<file path="src/design/omni3_pkg.sv">
// Package: shared types, constants and tables for the omni3 drive mixer.
package omni3_pkg;

  localparam int ANGLE_BITS_DEF        = 16;
  localparam int DRIVE_FRAC_BITS_DEF   = 14;
  localparam int SINCOS_ITERATIONS_DEF = 16;

  localparam int ATAN_COUNT = 24;
  localparam int WF         = 30;
  localparam int CFG_W      = 31;
  localparam int CFG_IDX_W  = 3;

  // working width for Q30 values: sums of three terms of up to ~2^31
  localparam int VW = 34;

  localparam logic signed [VW-1:0] CORDIC_X0  = 34'sd652032874;
  localparam logic signed [VW-1:0] SQRT3_HALF = 34'sd929887697;

  typedef enum logic [CFG_IDX_W-1:0] {
    REG_GYRO_DEADBAND  = 3'd0,
    REG_SPIN_START     = 3'd1,
    REG_SPIN_FAST      = 3'd2,
    REG_SLOW_SPIN      = 3'd3,
    REG_FAST_SPIN      = 3'd4,
    REG_COMMAND_WINDOW = 3'd5
  } reg_index_t;

  typedef enum logic [3:0] {
    ST_IDLE,
    ST_CORDIC,
    ST_MIX_A,
    ST_MIX_B,
    ST_MIX_C,
    ST_MAX,
    ST_DIV,
    ST_OUT
  } state_t;

  // controller -> datapath
  typedef struct packed {
    logic load;       // latch item, start
    logic cordic_step;
    logic mix_a;
    logic mix_b;
    logic mix_c;
    logic find_max;
    logic div_start;
    logic div_step;
    logic out_load;
  } cmd_t;

  // datapath -> controller
  typedef struct packed {
    logic is_tick;
    logic fresh;
    logic cordic_done;
    logic div_done;
    logic div_last;
  } status_t;

  function automatic logic signed [VW-1:0] atan_turn(input logic [4:0] i);
    logic signed [VW-1:0] r;
    case (i)
      5'd0:  r = 34'sd536870912;
      5'd1:  r = 34'sd316933406;
      5'd2:  r = 34'sd167458907;
      5'd3:  r = 34'sd85004756;
      5'd4:  r = 34'sd42667331;
      5'd5:  r = 34'sd21354465;
      5'd6:  r = 34'sd10679838;
      5'd7:  r = 34'sd5340245;
      5'd8:  r = 34'sd2670163;
      5'd9:  r = 34'sd1335087;
      5'd10: r = 34'sd667544;
      5'd11: r = 34'sd333772;
      5'd12: r = 34'sd166886;
      5'd13: r = 34'sd83443;
      5'd14: r = 34'sd41722;
      5'd15: r = 34'sd20861;
      5'd16: r = 34'sd10430;
      5'd17: r = 34'sd5215;
      5'd18: r = 34'sd2608;
      5'd19: r = 34'sd1304;
      5'd20: r = 34'sd652;
      5'd21: r = 34'sd326;
      5'd22: r = 34'sd163;
      5'd23: r = 34'sd81;
      default: r = '0;
    endcase
    return r;
  endfunction

endpackage

</file>
<file path="src/design/omni3_if.sv">
// Interfaces: valid/ready channels for tick/gyro items and drive results.
interface omni3_in_if;
  logic        valid;
  logic        ready;
  logic        operation;
  logic signed [15:0] gyro_rate;
  logic [15:0] heading;
  logic [19:0] command_age;
  modport source (output valid, operation, gyro_rate, heading, command_age, input ready);
  modport sink   (input valid, operation, gyro_rate, heading, command_age, output ready);
endinterface

interface omni3_out_if;
  logic        valid;
  logic        ready;
  logic signed [15:0] wheel_one_drive;
  logic signed [15:0] wheel_two_drive;
  logic signed [15:0] wheel_three_drive;
  logic        spin_active;
  logic        command_used;
  modport source (output valid, wheel_one_drive, wheel_two_drive, wheel_three_drive,
                  spin_active, command_used, input ready);
  modport sink   (input valid, wheel_one_drive, wheel_two_drive, wheel_three_drive,
                  spin_active, command_used, output ready);
endinterface

</file>
<file path="src/design/omni3_ctrl.sv">
// Controller: sequences CORDIC, mix, max search and the three divisions.
module omni3_ctrl (
  input  logic                clk,
  input  logic                rst,
  input  logic                in_valid,
  output logic                in_ready,
  input  logic                out_busy,
  input  omni3_pkg::status_t  status,
  output omni3_pkg::cmd_t     cmd
);

  omni3_pkg::state_t state, state_next;

  always_ff @(posedge clk) begin
    if (rst) begin
      state <= omni3_pkg::ST_IDLE;
    end else begin
      state <= state_next;
    end
  end

  always_comb begin
    state_next = state;
    cmd        = '0;
    in_ready   = 1'b0;
    case (state)
      omni3_pkg::ST_IDLE: begin
        in_ready = 1'b1;
        if (in_valid) begin
          cmd.load   = 1'b1;
          state_next = omni3_pkg::ST_CORDIC;
        end
      end
      omni3_pkg::ST_CORDIC: begin
        if (!status.is_tick) begin
          state_next = omni3_pkg::ST_IDLE;
        end else if (!status.fresh) begin
          state_next = omni3_pkg::ST_OUT;
        end else if (status.cordic_done) begin
          state_next = omni3_pkg::ST_MIX_A;
        end else begin
          cmd.cordic_step = 1'b1;
        end
      end
      omni3_pkg::ST_MIX_A: begin
        cmd.mix_a  = 1'b1;
        state_next = omni3_pkg::ST_MIX_B;
      end
      omni3_pkg::ST_MIX_B: begin
        cmd.mix_b  = 1'b1;
        state_next = omni3_pkg::ST_MIX_C;
      end
      omni3_pkg::ST_MIX_C: begin
        cmd.mix_c  = 1'b1;
        state_next = omni3_pkg::ST_MAX;
      end
      omni3_pkg::ST_MAX: begin
        cmd.find_max  = 1'b1;
        cmd.div_start = 1'b1;
        state_next    = omni3_pkg::ST_DIV;
      end
      omni3_pkg::ST_DIV: begin
        if (status.div_done && status.div_last) begin
          state_next = omni3_pkg::ST_OUT;
        end else begin
          cmd.div_step = 1'b1;
        end
      end
      omni3_pkg::ST_OUT: begin
        if (!out_busy) begin
          cmd.out_load = 1'b1;
          state_next   = omni3_pkg::ST_IDLE;
        end
      end
      default: state_next = omni3_pkg::ST_IDLE;
    endcase
  end

endmodule

</file>
<file path="src/design/omni3_dp.sv">
// Datapath: config, accumulator, CORDIC, mixer, max and restoring divider.
module omni3_dp #(
  parameter int ANGLE_BITS        = omni3_pkg::ANGLE_BITS_DEF,
  parameter int DRIVE_FRAC_BITS   = omni3_pkg::DRIVE_FRAC_BITS_DEF,
  parameter int SINCOS_ITERATIONS = omni3_pkg::SINCOS_ITERATIONS_DEF
) (
  input  logic                                  clk,
  input  logic                                  rst,
  input  logic                                  cfg_write,
  input  logic [omni3_pkg::CFG_IDX_W-1:0]       cfg_index,
  input  logic [omni3_pkg::CFG_W-1:0]           cfg_data,
  input  logic                                  operation,
  input  logic signed [15:0]                    gyro_rate,
  input  logic [15:0]                           heading,
  input  logic [19:0]                           command_age,
  input  omni3_pkg::cmd_t                       cmd,
  output omni3_pkg::status_t                    status,
  output logic signed [15:0]                    drive [3],
  output logic                                  spin_flag,
  output logic                                  fresh_flag
);

  localparam int VW    = omni3_pkg::VW;
  localparam int IT    = (SINCOS_ITERATIONS < omni3_pkg::ATAN_COUNT) ?
                         SINCOS_ITERATIONS : omni3_pkg::ATAN_COUNT;
  localparam int IW    = $clog2(omni3_pkg::ATAN_COUNT + 1);
  localparam int SSH   = omni3_pkg::WF - DRIVE_FRAC_BITS;
  localparam int QW    = DRIVE_FRAC_BITS + 2;      // quotient magnitude bits
  localparam int CW    = $clog2(VW + QW + 3);
  localparam logic [15:0] ONE = 16'(1 << DRIVE_FRAC_BITS);
  localparam logic [31:0] ANGLE_MASK = 32'((64'd1 << ANGLE_BITS) - 64'd1);

  // configuration registers
  logic [14:0] gyro_deadband, slow_spin_term, fast_spin_term;
  logic [30:0] spin_start_level, spin_fast_level;
  logic [19:0] command_window;

  always_ff @(posedge clk) begin
    if (rst) begin
      gyro_deadband    <= 15'd10;
      spin_start_level <= 31'd300;
      spin_fast_level  <= 31'd450;
      slow_spin_term   <= 15'd4096;
      fast_spin_term   <= 15'd8192;
      command_window   <= 20'd20000;
    end else if (cfg_write) begin
      case (cfg_index)
        omni3_pkg::REG_GYRO_DEADBAND:  gyro_deadband    <= cfg_data[14:0];
        omni3_pkg::REG_SPIN_START:     spin_start_level <= cfg_data[30:0];
        omni3_pkg::REG_SPIN_FAST:      spin_fast_level  <= cfg_data[30:0];
        omni3_pkg::REG_SLOW_SPIN:      slow_spin_term   <= cfg_data[14:0];
        omni3_pkg::REG_FAST_SPIN:      fast_spin_term   <= cfg_data[14:0];
        omni3_pkg::REG_COMMAND_WINDOW: command_window   <= cfg_data[19:0];
        default: ;
      endcase
    end
  end

  // rotation accumulator, saturating
  logic signed [31:0] rotation_sum;
  logic signed [32:0] rot_t;
  logic [16:0]        rate_mag;
  logic               acc_en;

  assign rate_mag = gyro_rate[15] ? 17'(-{gyro_rate[15], gyro_rate})
                                  : 17'({1'b0, gyro_rate});
  assign acc_en   = cmd.load && !operation && (rate_mag > 17'(gyro_deadband));
  assign rot_t    = 33'(rotation_sum) + 33'(gyro_rate);

  always_ff @(posedge clk) begin
    if (rst) begin
      rotation_sum <= '0;
    end else if (acc_en) begin
      if (rot_t > 33'sd2147483647)       rotation_sum <= 32'sh7FFFFFFF;
      else if (rot_t < -33'sd2147483648) rotation_sum <= 32'sh80000000;
      else                               rotation_sum <= rot_t[31:0];
    end
  end

  // item latch: spin term and freshness settle at load
  logic               is_tick, fresh;
  logic signed [16:0] spin;
  logic [32:0]        amag;
  logic [15:0]        spin_pick;

  assign amag      = rotation_sum[31] ? 33'(-{rotation_sum[31], rotation_sum})
                                      : 33'({1'b0, rotation_sum});
  assign spin_pick = (amag >= 33'(spin_fast_level)) ?
                     ((16'(fast_spin_term) > ONE) ? ONE : 16'(fast_spin_term)) :
                     ((16'(slow_spin_term) > ONE) ? ONE : 16'(slow_spin_term));

  // CORDIC
  logic signed [VW-1:0] cx, cy, cz;
  logic                 flip;
  logic [IW-1:0]        it;
  logic [31:0]          ang;

  assign ang = (32'(heading) & ANGLE_MASK) << (32 - ANGLE_BITS);

  always_ff @(posedge clk) begin
    if (cmd.load) begin
      is_tick    <= operation;
      fresh      <= command_age < command_window;
      spin_flag  <= amag >= 33'(spin_start_level);
      fresh_flag <= command_age < command_window;
      if (amag >= 33'(spin_start_level))
        spin <= rotation_sum[31] ? -17'(spin_pick) : 17'(spin_pick);
      else
        spin <= '0;
      flip <= ang[31] ^ ang[30];
      cx   <= omni3_pkg::CORDIC_X0;
      cy   <= '0;
      cz   <= VW'(signed'(ang ^ {ang[31] ^ ang[30], 31'd0}));
      it   <= '0;
    end else if (cmd.cordic_step) begin
      if (!cz[VW-1]) begin
        cx <= cx - (cy >>> it);
        cy <= cy + (cx >>> it);
        cz <= cz - omni3_pkg::atan_turn(5'(it));
      end else begin
        cx <= cx + (cy >>> it);
        cy <= cy - (cx >>> it);
        cz <= cz + omni3_pkg::atan_turn(5'(it));
      end
      it <= it + 1'b1;
    end
  end

  // mixing: a single multiply, shared by the second and third wheel sums
  logic signed [VW-1:0]     c, s, base;
  logic signed [2*VW-1:0]   prod, half;
  logic signed [VW-1:0]     v [3];
  logic signed [2*VW-1:0]   r1, r2;

  assign c    = flip ? -cx : cx;
  assign s    = flip ? -cy : cy;
  assign base = VW'(spin) <<< SSH;
  assign half = -((2*VW)'(c) <<< (omni3_pkg::WF - 1));
  assign r1   = half + prod + (2*VW)'(64'sd1 << (omni3_pkg::WF - 1));
  assign r2   = half - prod + (2*VW)'(64'sd1 << (omni3_pkg::WF - 1));

  // magnitudes and divider
  logic [VW-1:0]   vmag [3];
  logic [VW-1:0]   vmax;
  logic [1:0]      dsel;
  logic [CW-1:0]   dcnt;
  logic [VW+1:0]   rem;
  logic [VW+QW:0]  num;
  logic [QW-1:0]   quo;
  logic [VW+1:0]   rem_sh, rem_sub;
  logic signed [15:0] res [3];

  for (genvar k = 0; k < 3; k++) begin : g_mag
    assign vmag[k] = v[k][VW-1] ? -v[k] : v[k];
  end

  assign rem_sh  = {rem[VW:0], num[VW+QW]};
  assign rem_sub = rem_sh - {1'b0, vmax, 1'b0};

  always_ff @(posedge clk) begin
    if (cmd.mix_a) begin
      v[0] <= base + c;
      prod <= (2*VW)'(omni3_pkg::SQRT3_HALF) * (2*VW)'(s);
    end
    if (cmd.mix_b) v[1] <= base + VW'(r1 >>> omni3_pkg::WF);
    if (cmd.mix_c) v[2] <= base + VW'(r2 >>> omni3_pkg::WF);
    if (cmd.find_max) begin
      vmax <= (vmag[0] >= vmag[1]) ? ((vmag[0] >= vmag[2]) ? vmag[0] : vmag[2])
                                   : ((vmag[1] >= vmag[2]) ? vmag[1] : vmag[2]);
    end
    // restoring division (2m<<F + vmax) / (2 vmax), one bit per cycle
    if (cmd.div_start) begin
      dsel <= '0;
      dcnt <= '0;
      rem  <= '0;
      quo  <= '0;
      num  <= '0;
    end else if (cmd.div_step) begin
      if (dcnt == '0 && quo == '0 && rem == '0 && num == '0) begin
        num  <= ((VW+QW+1)'(vmag[dsel]) << (DRIVE_FRAC_BITS + 1)) + (VW+QW+1)'(vmax);
        dcnt <= CW'(1);
      end else if (dcnt <= CW'(VW + QW + 1)) begin
        num  <= num << 1;
        if (!rem_sub[VW+1]) begin
          rem <= rem_sub;
          quo <= {quo[QW-2:0], 1'b1};
        end else begin
          rem <= rem_sh;
          quo <= {quo[QW-2:0], 1'b0};
        end
        dcnt <= dcnt + 1'b1;
      end else begin
        if (vmax == '0)       res[dsel] <= '0;
        else if (v[dsel][VW-1]) res[dsel] <= -16'(quo);
        else                  res[dsel] <= 16'(quo);
        dsel <= dsel + 1'b1;
        dcnt <= '0;
        rem  <= '0;
        quo  <= '0;
        num  <= '0;
      end
    end
  end

  // note: dcnt counts beyond QW bits; width sized to span numerator length
  always_comb begin
    for (int k = 0; k < 3; k++) begin
      if (!fresh) drive[k] = 16'(spin);
      else        drive[k] = res[k];
    end
  end

  assign status.is_tick     = is_tick;
  assign status.fresh       = fresh;
  assign status.cordic_done = (it == IW'(IT));
  assign status.div_done    = (dsel == 2'd3);
  assign status.div_last    = (dsel == 2'd3);

endmodule

</file>
<file path="src/design/omni3_drive_mixer_with_spin_hold.sv">
// Top level: three-wheel omni drive mixer with gyro spin hold.
//
//  channel  | dir | transfer carries
//  -------- | --- | ---------------------------------------------
//  in_ch    | in  | operation, gyro_rate, heading, command_age
//  out_ch   | out | three wheel drives, spin_active, command_used
//  cfg      | in  | write enable, register index, write data
//
// A gyro sample only feeds the rotation sum (above the deadband). A stale tick goes
// straight to the output load; a fresh tick runs the shared CORDIC stage, the mix,
// the max search and the three divisions in the bit-serial divider.
// Reset (rst, synchronous) restores register defaults and clears the sum.
// The output register holds a result while out is stalled; the next item is
// taken meanwhile and waits only at its own output load.
module omni3_drive_mixer_with_spin_hold #(
  parameter int ANGLE_BITS        = omni3_pkg::ANGLE_BITS_DEF,
  parameter int DRIVE_FRAC_BITS   = omni3_pkg::DRIVE_FRAC_BITS_DEF,
  parameter int SINCOS_ITERATIONS = omni3_pkg::SINCOS_ITERATIONS_DEF
) (
  input  logic                            clk,
  input  logic                            rst,
  input  logic                            cfg_write,
  input  logic [omni3_pkg::CFG_IDX_W-1:0] cfg_index,
  input  logic [omni3_pkg::CFG_W-1:0]     cfg_data,
  omni3_in_if.sink                        in_ch,
  omni3_out_if.source                     out_ch
);

  omni3_pkg::cmd_t    cmd;
  omni3_pkg::status_t status;
  logic signed [15:0] drive [3];
  logic               spin_flag, fresh_flag;

  omni3_ctrl u_ctrl (
    .clk      (clk),
    .rst      (rst),
    .in_valid (in_ch.valid),
    .in_ready (in_ch.ready),
    .out_busy (out_ch.valid && !out_ch.ready),
    .status   (status),
    .cmd      (cmd)
  );

  omni3_dp #(
    .ANGLE_BITS        (ANGLE_BITS),
    .DRIVE_FRAC_BITS   (DRIVE_FRAC_BITS),
    .SINCOS_ITERATIONS (SINCOS_ITERATIONS)
  ) u_dp (
    .clk         (clk),
    .rst         (rst),
    .cfg_write   (cfg_write),
    .cfg_index   (cfg_index),
    .cfg_data    (cfg_data),
    .operation   (in_ch.operation),
    .gyro_rate   (in_ch.gyro_rate),
    .heading     (in_ch.heading),
    .command_age (in_ch.command_age),
    .cmd         (cmd),
    .status      (status),
    .drive       (drive),
    .spin_flag   (spin_flag),
    .fresh_flag  (fresh_flag)
  );

  // output register
  always_ff @(posedge clk) begin
    if (rst) begin
      out_ch.valid <= 1'b0;
    end else if (cmd.out_load) begin
      out_ch.valid <= 1'b1;
    end else if (out_ch.ready) begin
      out_ch.valid <= 1'b0;
    end
  end

  always_ff @(posedge clk) begin
    if (cmd.out_load) begin
      out_ch.wheel_one_drive   <= drive[0];
      out_ch.wheel_two_drive   <= drive[1];
      out_ch.wheel_three_drive <= drive[2];
      out_ch.spin_active       <= spin_flag;
      out_ch.command_used      <= fresh_flag;
    end
  end

endmodule
</file>
<file path="src/flat_wrapper.sv">
// flat-port wrapper written by rule: the top's interface ports become plain ports
module omni3_drive_mixer_with_spin_hold_flat 
#(
  parameter int ANGLE_BITS        = omni3_pkg::ANGLE_BITS_DEF,
  parameter int DRIVE_FRAC_BITS   = omni3_pkg::DRIVE_FRAC_BITS_DEF,
  parameter int SINCOS_ITERATIONS = omni3_pkg::SINCOS_ITERATIONS_DEF
)
  (clk, rst, cfg_write, cfg_index, cfg_data, in_ch_valid, in_ch_operation, in_ch_gyro_rate, in_ch_heading, in_ch_command_age, in_ch_ready, out_ch_valid, out_ch_wheel_one_drive, out_ch_wheel_two_drive, out_ch_wheel_three_drive, out_ch_spin_active, out_ch_command_used, out_ch_ready);
  omni3_in_if in_ch_i ();
  omni3_out_if out_ch_i ();
  input  logic clk;
  input  logic rst;
  input  logic cfg_write;
  input  logic [omni3_pkg::CFG_IDX_W-1:0] cfg_index;
  input  logic [omni3_pkg::CFG_W-1:0] cfg_data;
  input wire logic [$bits(in_ch_i.valid)-1:0] in_ch_valid;
  input wire logic [$bits(in_ch_i.operation)-1:0] in_ch_operation;
  input wire logic [$bits(in_ch_i.gyro_rate)-1:0] in_ch_gyro_rate;
  input wire logic [$bits(in_ch_i.heading)-1:0] in_ch_heading;
  input wire logic [$bits(in_ch_i.command_age)-1:0] in_ch_command_age;
  output wire logic [$bits(in_ch_i.ready)-1:0] in_ch_ready;
  output wire logic [$bits(out_ch_i.valid)-1:0] out_ch_valid;
  output wire logic [$bits(out_ch_i.wheel_one_drive)-1:0] out_ch_wheel_one_drive;
  output wire logic [$bits(out_ch_i.wheel_two_drive)-1:0] out_ch_wheel_two_drive;
  output wire logic [$bits(out_ch_i.wheel_three_drive)-1:0] out_ch_wheel_three_drive;
  output wire logic [$bits(out_ch_i.spin_active)-1:0] out_ch_spin_active;
  output wire logic [$bits(out_ch_i.command_used)-1:0] out_ch_command_used;
  input wire logic [$bits(out_ch_i.ready)-1:0] out_ch_ready;
  assign in_ch_i.valid = in_ch_valid;
  assign in_ch_i.operation = in_ch_operation;
  assign in_ch_i.gyro_rate = in_ch_gyro_rate;
  assign in_ch_i.heading = in_ch_heading;
  assign in_ch_i.command_age = in_ch_command_age;
  assign in_ch_ready = in_ch_i.ready;
  assign out_ch_valid = out_ch_i.valid;
  assign out_ch_wheel_one_drive = out_ch_i.wheel_one_drive;
  assign out_ch_wheel_two_drive = out_ch_i.wheel_two_drive;
  assign out_ch_wheel_three_drive = out_ch_i.wheel_three_drive;
  assign out_ch_spin_active = out_ch_i.spin_active;
  assign out_ch_command_used = out_ch_i.command_used;
  assign out_ch_i.ready = out_ch_ready;
  omni3_drive_mixer_with_spin_hold #(.ANGLE_BITS(ANGLE_BITS), .DRIVE_FRAC_BITS(DRIVE_FRAC_BITS), .SINCOS_ITERATIONS(SINCOS_ITERATIONS)) u_core (.clk(clk), .rst(rst), .cfg_write(cfg_write), .cfg_index(cfg_index), .cfg_data(cfg_data), .in_ch(in_ch_i), .out_ch(out_ch_i));
endmodule
</file>
<file path="config.mk">
export PLATFORM = sky130hd
export DESIGN_NAME = omni3_drive_mixer_with_spin_hold_flat
export DESIGN_NICKNAME = d
export VERILOG_FILES = /design/src/design/omni3_pkg.sv /design/src/design/omni3_if.sv /design/src/design/omni3_ctrl.sv /design/src/design/omni3_dp.sv /design/src/design/omni3_drive_mixer_with_spin_hold.sv /design/src/flat_wrapper.sv
export SDC_FILE = /design/constraint.sdc
export NUM_CORES = 2
export LEC_CHECK = 0
export BUFFER_PORTS_ARGS = -buffer_cell sky130_fd_sc_hd__buf_2
export CORE_MARGIN = 5
export CORE_UTILIZATION = 24
export DETAILED_ROUTE_END_ITERATION = 16
export PLACE_DENSITY_LB_ADDON = 0.05
export SETUP_SLACK_MARGIN = 0.02
export SLEW_MARGIN = 40
export SYNTH_ARGS = -nofsm -noshare
export SYNTH_HDL_FRONTEND = slang
export SYNTH_HIERARCHICAL = 1
export SYNTH_SLANG_ARGS = --single-unit
export TNS_END_PERCENT = 1
</file>
<file path="constraint.sdc">
create_clock -name clk -period 15.2 [get_ports clk]
set_input_delay 1.52 -clock clk [delete_from_list [all_inputs] [get_ports clk]]
set_output_delay 1.52 -clock clk [all_outputs]
set_load 0.01 [all_outputs]
</file>
==> flow_metrics.env <==
export IMPL_status="completed"
export IMPL_vias=63590
export IMPL_hold_viol_final=0
export IMPL_wl_per_cell_um=22.23
export IMPL_cpPeakStageDelay_ns=0.70
export IMPL_synth_async_reset_ratio_pct=0
export IMPL_final_cell_area_um2=89680
export IMPL_critPathMaxFanout=9
export IMPL_coreArea_um2=332600
export IMPL_placed_cell_area_um2=85900
export IMPL_numCtsBuffers=110
export IMPL_cap_viol_max_count=0
export IMPL_tns_ns=0
export IMPL_finalCritPeriodShare_pct=76.54
export IMPL_gr_total_overflow=0
export IMPL_holdWs_ns=0.4187
export IMPL_io_pins=144
export IMPL_start_util_pct=24.03
export IMPL_path_clk_slew_ns=0.05
export IMPL_cts_max_level=3
export IMPL_setup_violations=0
export IMPL_ys_seq_elements=732
export IMPL_yosysWarnings=6
export IMPL_fin_ws_ns=3.565
export IMPL_busiest_layer="met2"
export IMPL_cts_root_buffer="clkbuf_16"
export IMPL_synth_seq_area_share_pct=22.75
export IMPL_gp_congestion=0.8416
export IMPL_hpwl_mm=243.2
export IMPL_syn_nets=10500
export IMPL_num_rows=212
export IMPL_synthToLayoutAreaGrowth_pct=12.19
export IMPL_worst_slew_pin_slew_ns=0.9100
export IMPL_hold_path_class="reg2reg"
export IMPL_grt_pass1_wl_mm=439.2
export IMPL_die_area_um2=344700
export IMPL_die_y_um=587.1
export IMPL_ant_nets=0
export IMPL_rrSetupSlack_ns=3.57
export IMPL_worst_setup_path_type="reg2reg"
export IMPL_insertion_delay_ns=0.86
export IMPL_syn_area_um2=79940
export IMPL_layout_nets=10520
export IMPL_start_kind="flip-flop"
export IMPL_cp_end_kind="flip-flop"
export IMPL_max_freq_mhz=85.95
export IMPL_met1_usage_pct=22.82
export IMPL_cts_resized_gates=0
export IMPL_grt_max_degree=150
export IMPL_fin_worst_skew_ns=0.1431
export IMPL_grtUsageMet3_pct=1.776
export IMPL_routed_via_density=4.737
export IMPL_drt_iter0_markers=3579
export IMPL_worst_ep_required_time_ns=15.65
export IMPL_slew_headroom_pct=38.89
export IMPL_fillers=35700
export IMPL_synth_cell_types=109
export IMPL_place_worst_setup_slack_ns=3.552
export IMPL_firstDrtPassIters=8
export IMPL_cts_tree="yes"
export IMPL_fp_dieW_um=587.1
export IMPL_gr_usage_met2_pct=28.46
export IMPL_grt_usage_pct=16.76
export IMPL_cpMaxStageDelayCell="fa_1"
export IMPL_io_buffers=143
export IMPL_cp_common_cell="fa_1"
export IMPL_synthFlopType="dfxtp_1"
export IMPL_wirelength_mm=298.4
export IMPL_critical_path_arrival_ns=12.09
export IMPL_syn_avg_cell_area_um2=8.961
export IMPL_drc_errors=0
export IMPL_antenna_found_initial=11
export IMPL_drive_above_1_share_pct=7.617
export IMPL_holdBufCountCts=0
export IMPL_synth_edf_count=353
export IMPL_post_cts_buffers=0
export IMPL_numClockSinks=732
export IMPL_netlist_instances=8921
export IMPL_seq_area_um2=18210
export IMPL_timing_final_crit_period_ns=11.63
export IMPL_grt_pass1_vias=64720
export IMPL_multi_input_area_um2=56580
export IMPL_finalMaxSlewViolations=0
export IMPL_rsz0062_at_grt="false"
export IMPL_clockBufferDepth=4
## registers in the layout, indices dropped and copies added, names as in the netlist, 36 cells and up, named ones only
register and flops:
u_core/u_dp/num 51, u_core/u_dp/rem 36, u_core/u_dp/prod 64, u_core/u_dp/v 102, u_core/u_dp/res 48
## critical path, delay by kind of cell (launching register included)
kind,cells,cell delay [ns]
adders and majority gates,9,3.93
xor gates and xnor gates,3,0.79
AOI/OAI and AO/OA,9,2.71
and+or+nand+nor,10,3.14
buffers and inverters,2,0.38
DFF,1,0.41
## worst paths after layout
path / to / startpoint / depth (start not counted)
worst min-delay path: u_core/out_ch.spin_active$_DFFE_PP_ / u_core/u_dp/spin_flag$_DFFE_PP_ / 0
worst min register to register: u_core/out_ch.spin_active$_DFFE_PP_ / u_core/u_dp/spin_flag$_DFFE_PP_ / 0
worst max-delay path: u_core/u_dp/prod[63]$_DFFE_PP_ / u_core/u_dp/cy[3]$_SDFFE_PP0P_ / 33
worst max register to register: u_core/u_dp/prod[63]$_DFFE_PP_ / u_core/u_dp/cy[3]$_SDFFE_PP0P_ / 33
## stage by stage
step | cells | utilization, %
after floorplan | 8921 | -
after global placement | 13210 | 25.78
after detailed placement | 13220 | 25.83
after CTS | 13420 | 26.92
after global routing | 13420 | 26.96
final | 13430 | 26.96
## cell usage after synthesis, types with 24 or more instances
library cell | n | area, µm²
nand4_1 | 66 | 412.9
clkbuf_1 | 281 | 1055
nand3_1 | 118 | 590.6
a222oi_1 | 34 | 340.3
a21oi_1 | 666 | 3333
ha_1 | 978 | 12240
inv_1 | 1070 | 4016
fa_1 | 507 | 10150
o41ai_1 | 41 | 359.1
o211ai_1 | 31 | 232.7
mux4_2 | 86 | 1937
a21boi_0 | 24 | 180.2
o22ai_1 | 45 | 281.5
a211oi_1 | 115 | 863.3
or3_1 | 62 | 387.9
nand2b_1 | 107 | 669.4
o21bai_1 | 48 | 360.4
mux2_2 | 42 | 473.0
nor4_1 | 68 | 425.4
xor2_1 | 271 | 2374
buf_1 | 39 | 146.4
nor2b_1 | 81 | 506.7
a31oi_1 | 78 | 488.0
mux2i_1 | 116 | 1161
dfxtp_1 | 379 | 7587
or2_2 | 24 | 150.1
xnor2_1 | 484 | 4239
o31ai_1 | 75 | 563.0
o21a_1 | 79 | 593.1
nand2_1 | 768 | 2883
o21ai_0 | 375 | 1877
and2_1 | 46 | 287.8
a22oi_1 | 44 | 330.3
nor3_1 | 97 | 485.5
edfxtp_1 | 353 | 10600
a21o_1 | 232 | 1742
and3_1 | 34 | 212.7
or4_1 | 37 | 277.8
nor2_1 | 597 | 2241
## routing by layer
metal / part of all wire, % / routed length, µm / vias up
met5: 0.018 / 55 / -
met4: 2.5 / 7554 / 10
met3: 3.0 / 8874 / 263
met2: 47 / 141500 / 966
met1: 47 / 140500 / 31200
li1: - / - / 31150
## cells in the final DEF (no fill, tap or decap), types with 34 or more instances in the layout
master	instances
inv_1	1070
ha_1	978
nand2_1	767
a21oi_1	664
nor2_1	590
fa_1	507
xnor2_1	477
o21ai_0	373
dfxtp_1	370
edfxtp_1	353
xor2_1	268
a21o_1	232
buf_2	142
nand3_1	117
mux2i_1	116
clkbuf_16	114
a211oi_1	113
buf_4	110
nand2b_1	106
nor3_1	95
mux4_2	86
nor2b_1	80
o21a_1	79
a31oi_1	78
o31ai_1	75
nand4_1	66
or3_1	62
nor4_1	62
o21bai_1	48
o22ai_1	45
a22oi_1	44
and2_1	43
mux2_2	42
o41ai_1	39
or4_1	37
a222oi_1	34
## logic make-up after synthesis
| group | after synthesis | share of synthesized area [%] |
|---|---|---|
| AO/OA/AOI/OAI | 2081 | 16.66 |
| XOR/XNOR | 758 | 8.363 |
| adder cells (fa/ha/maj) | 1485 | 28.00 |
| buffers and inverters | 1427 | 6.841 |
| flip-flops | 732 | 22.75 |
| multiplexers | 244 | 4.467 |
| AND/OR/NAND/NOR | 2194 | 12.91 |
## cell type report
| type | count | area share [%] |
|---|---|---|
| clock inverter | 64 | 0.7185 |
| timing repair buffer | 264 | 1.931 |
| inverter | 1073 | 4.494 |
| clock buffer | 137 | 3.332 |
| antenna | 6 | 0.01674 |
| multi-input combinational | 6762 | 63.09 |
| tap | 4387 | 6.121 |
| sequential | 732 | 20.30 |
Power is left out: the tool's default activity adds up to more than one toggle a clock period on the data nets, which glitch-free logic cannot reach.
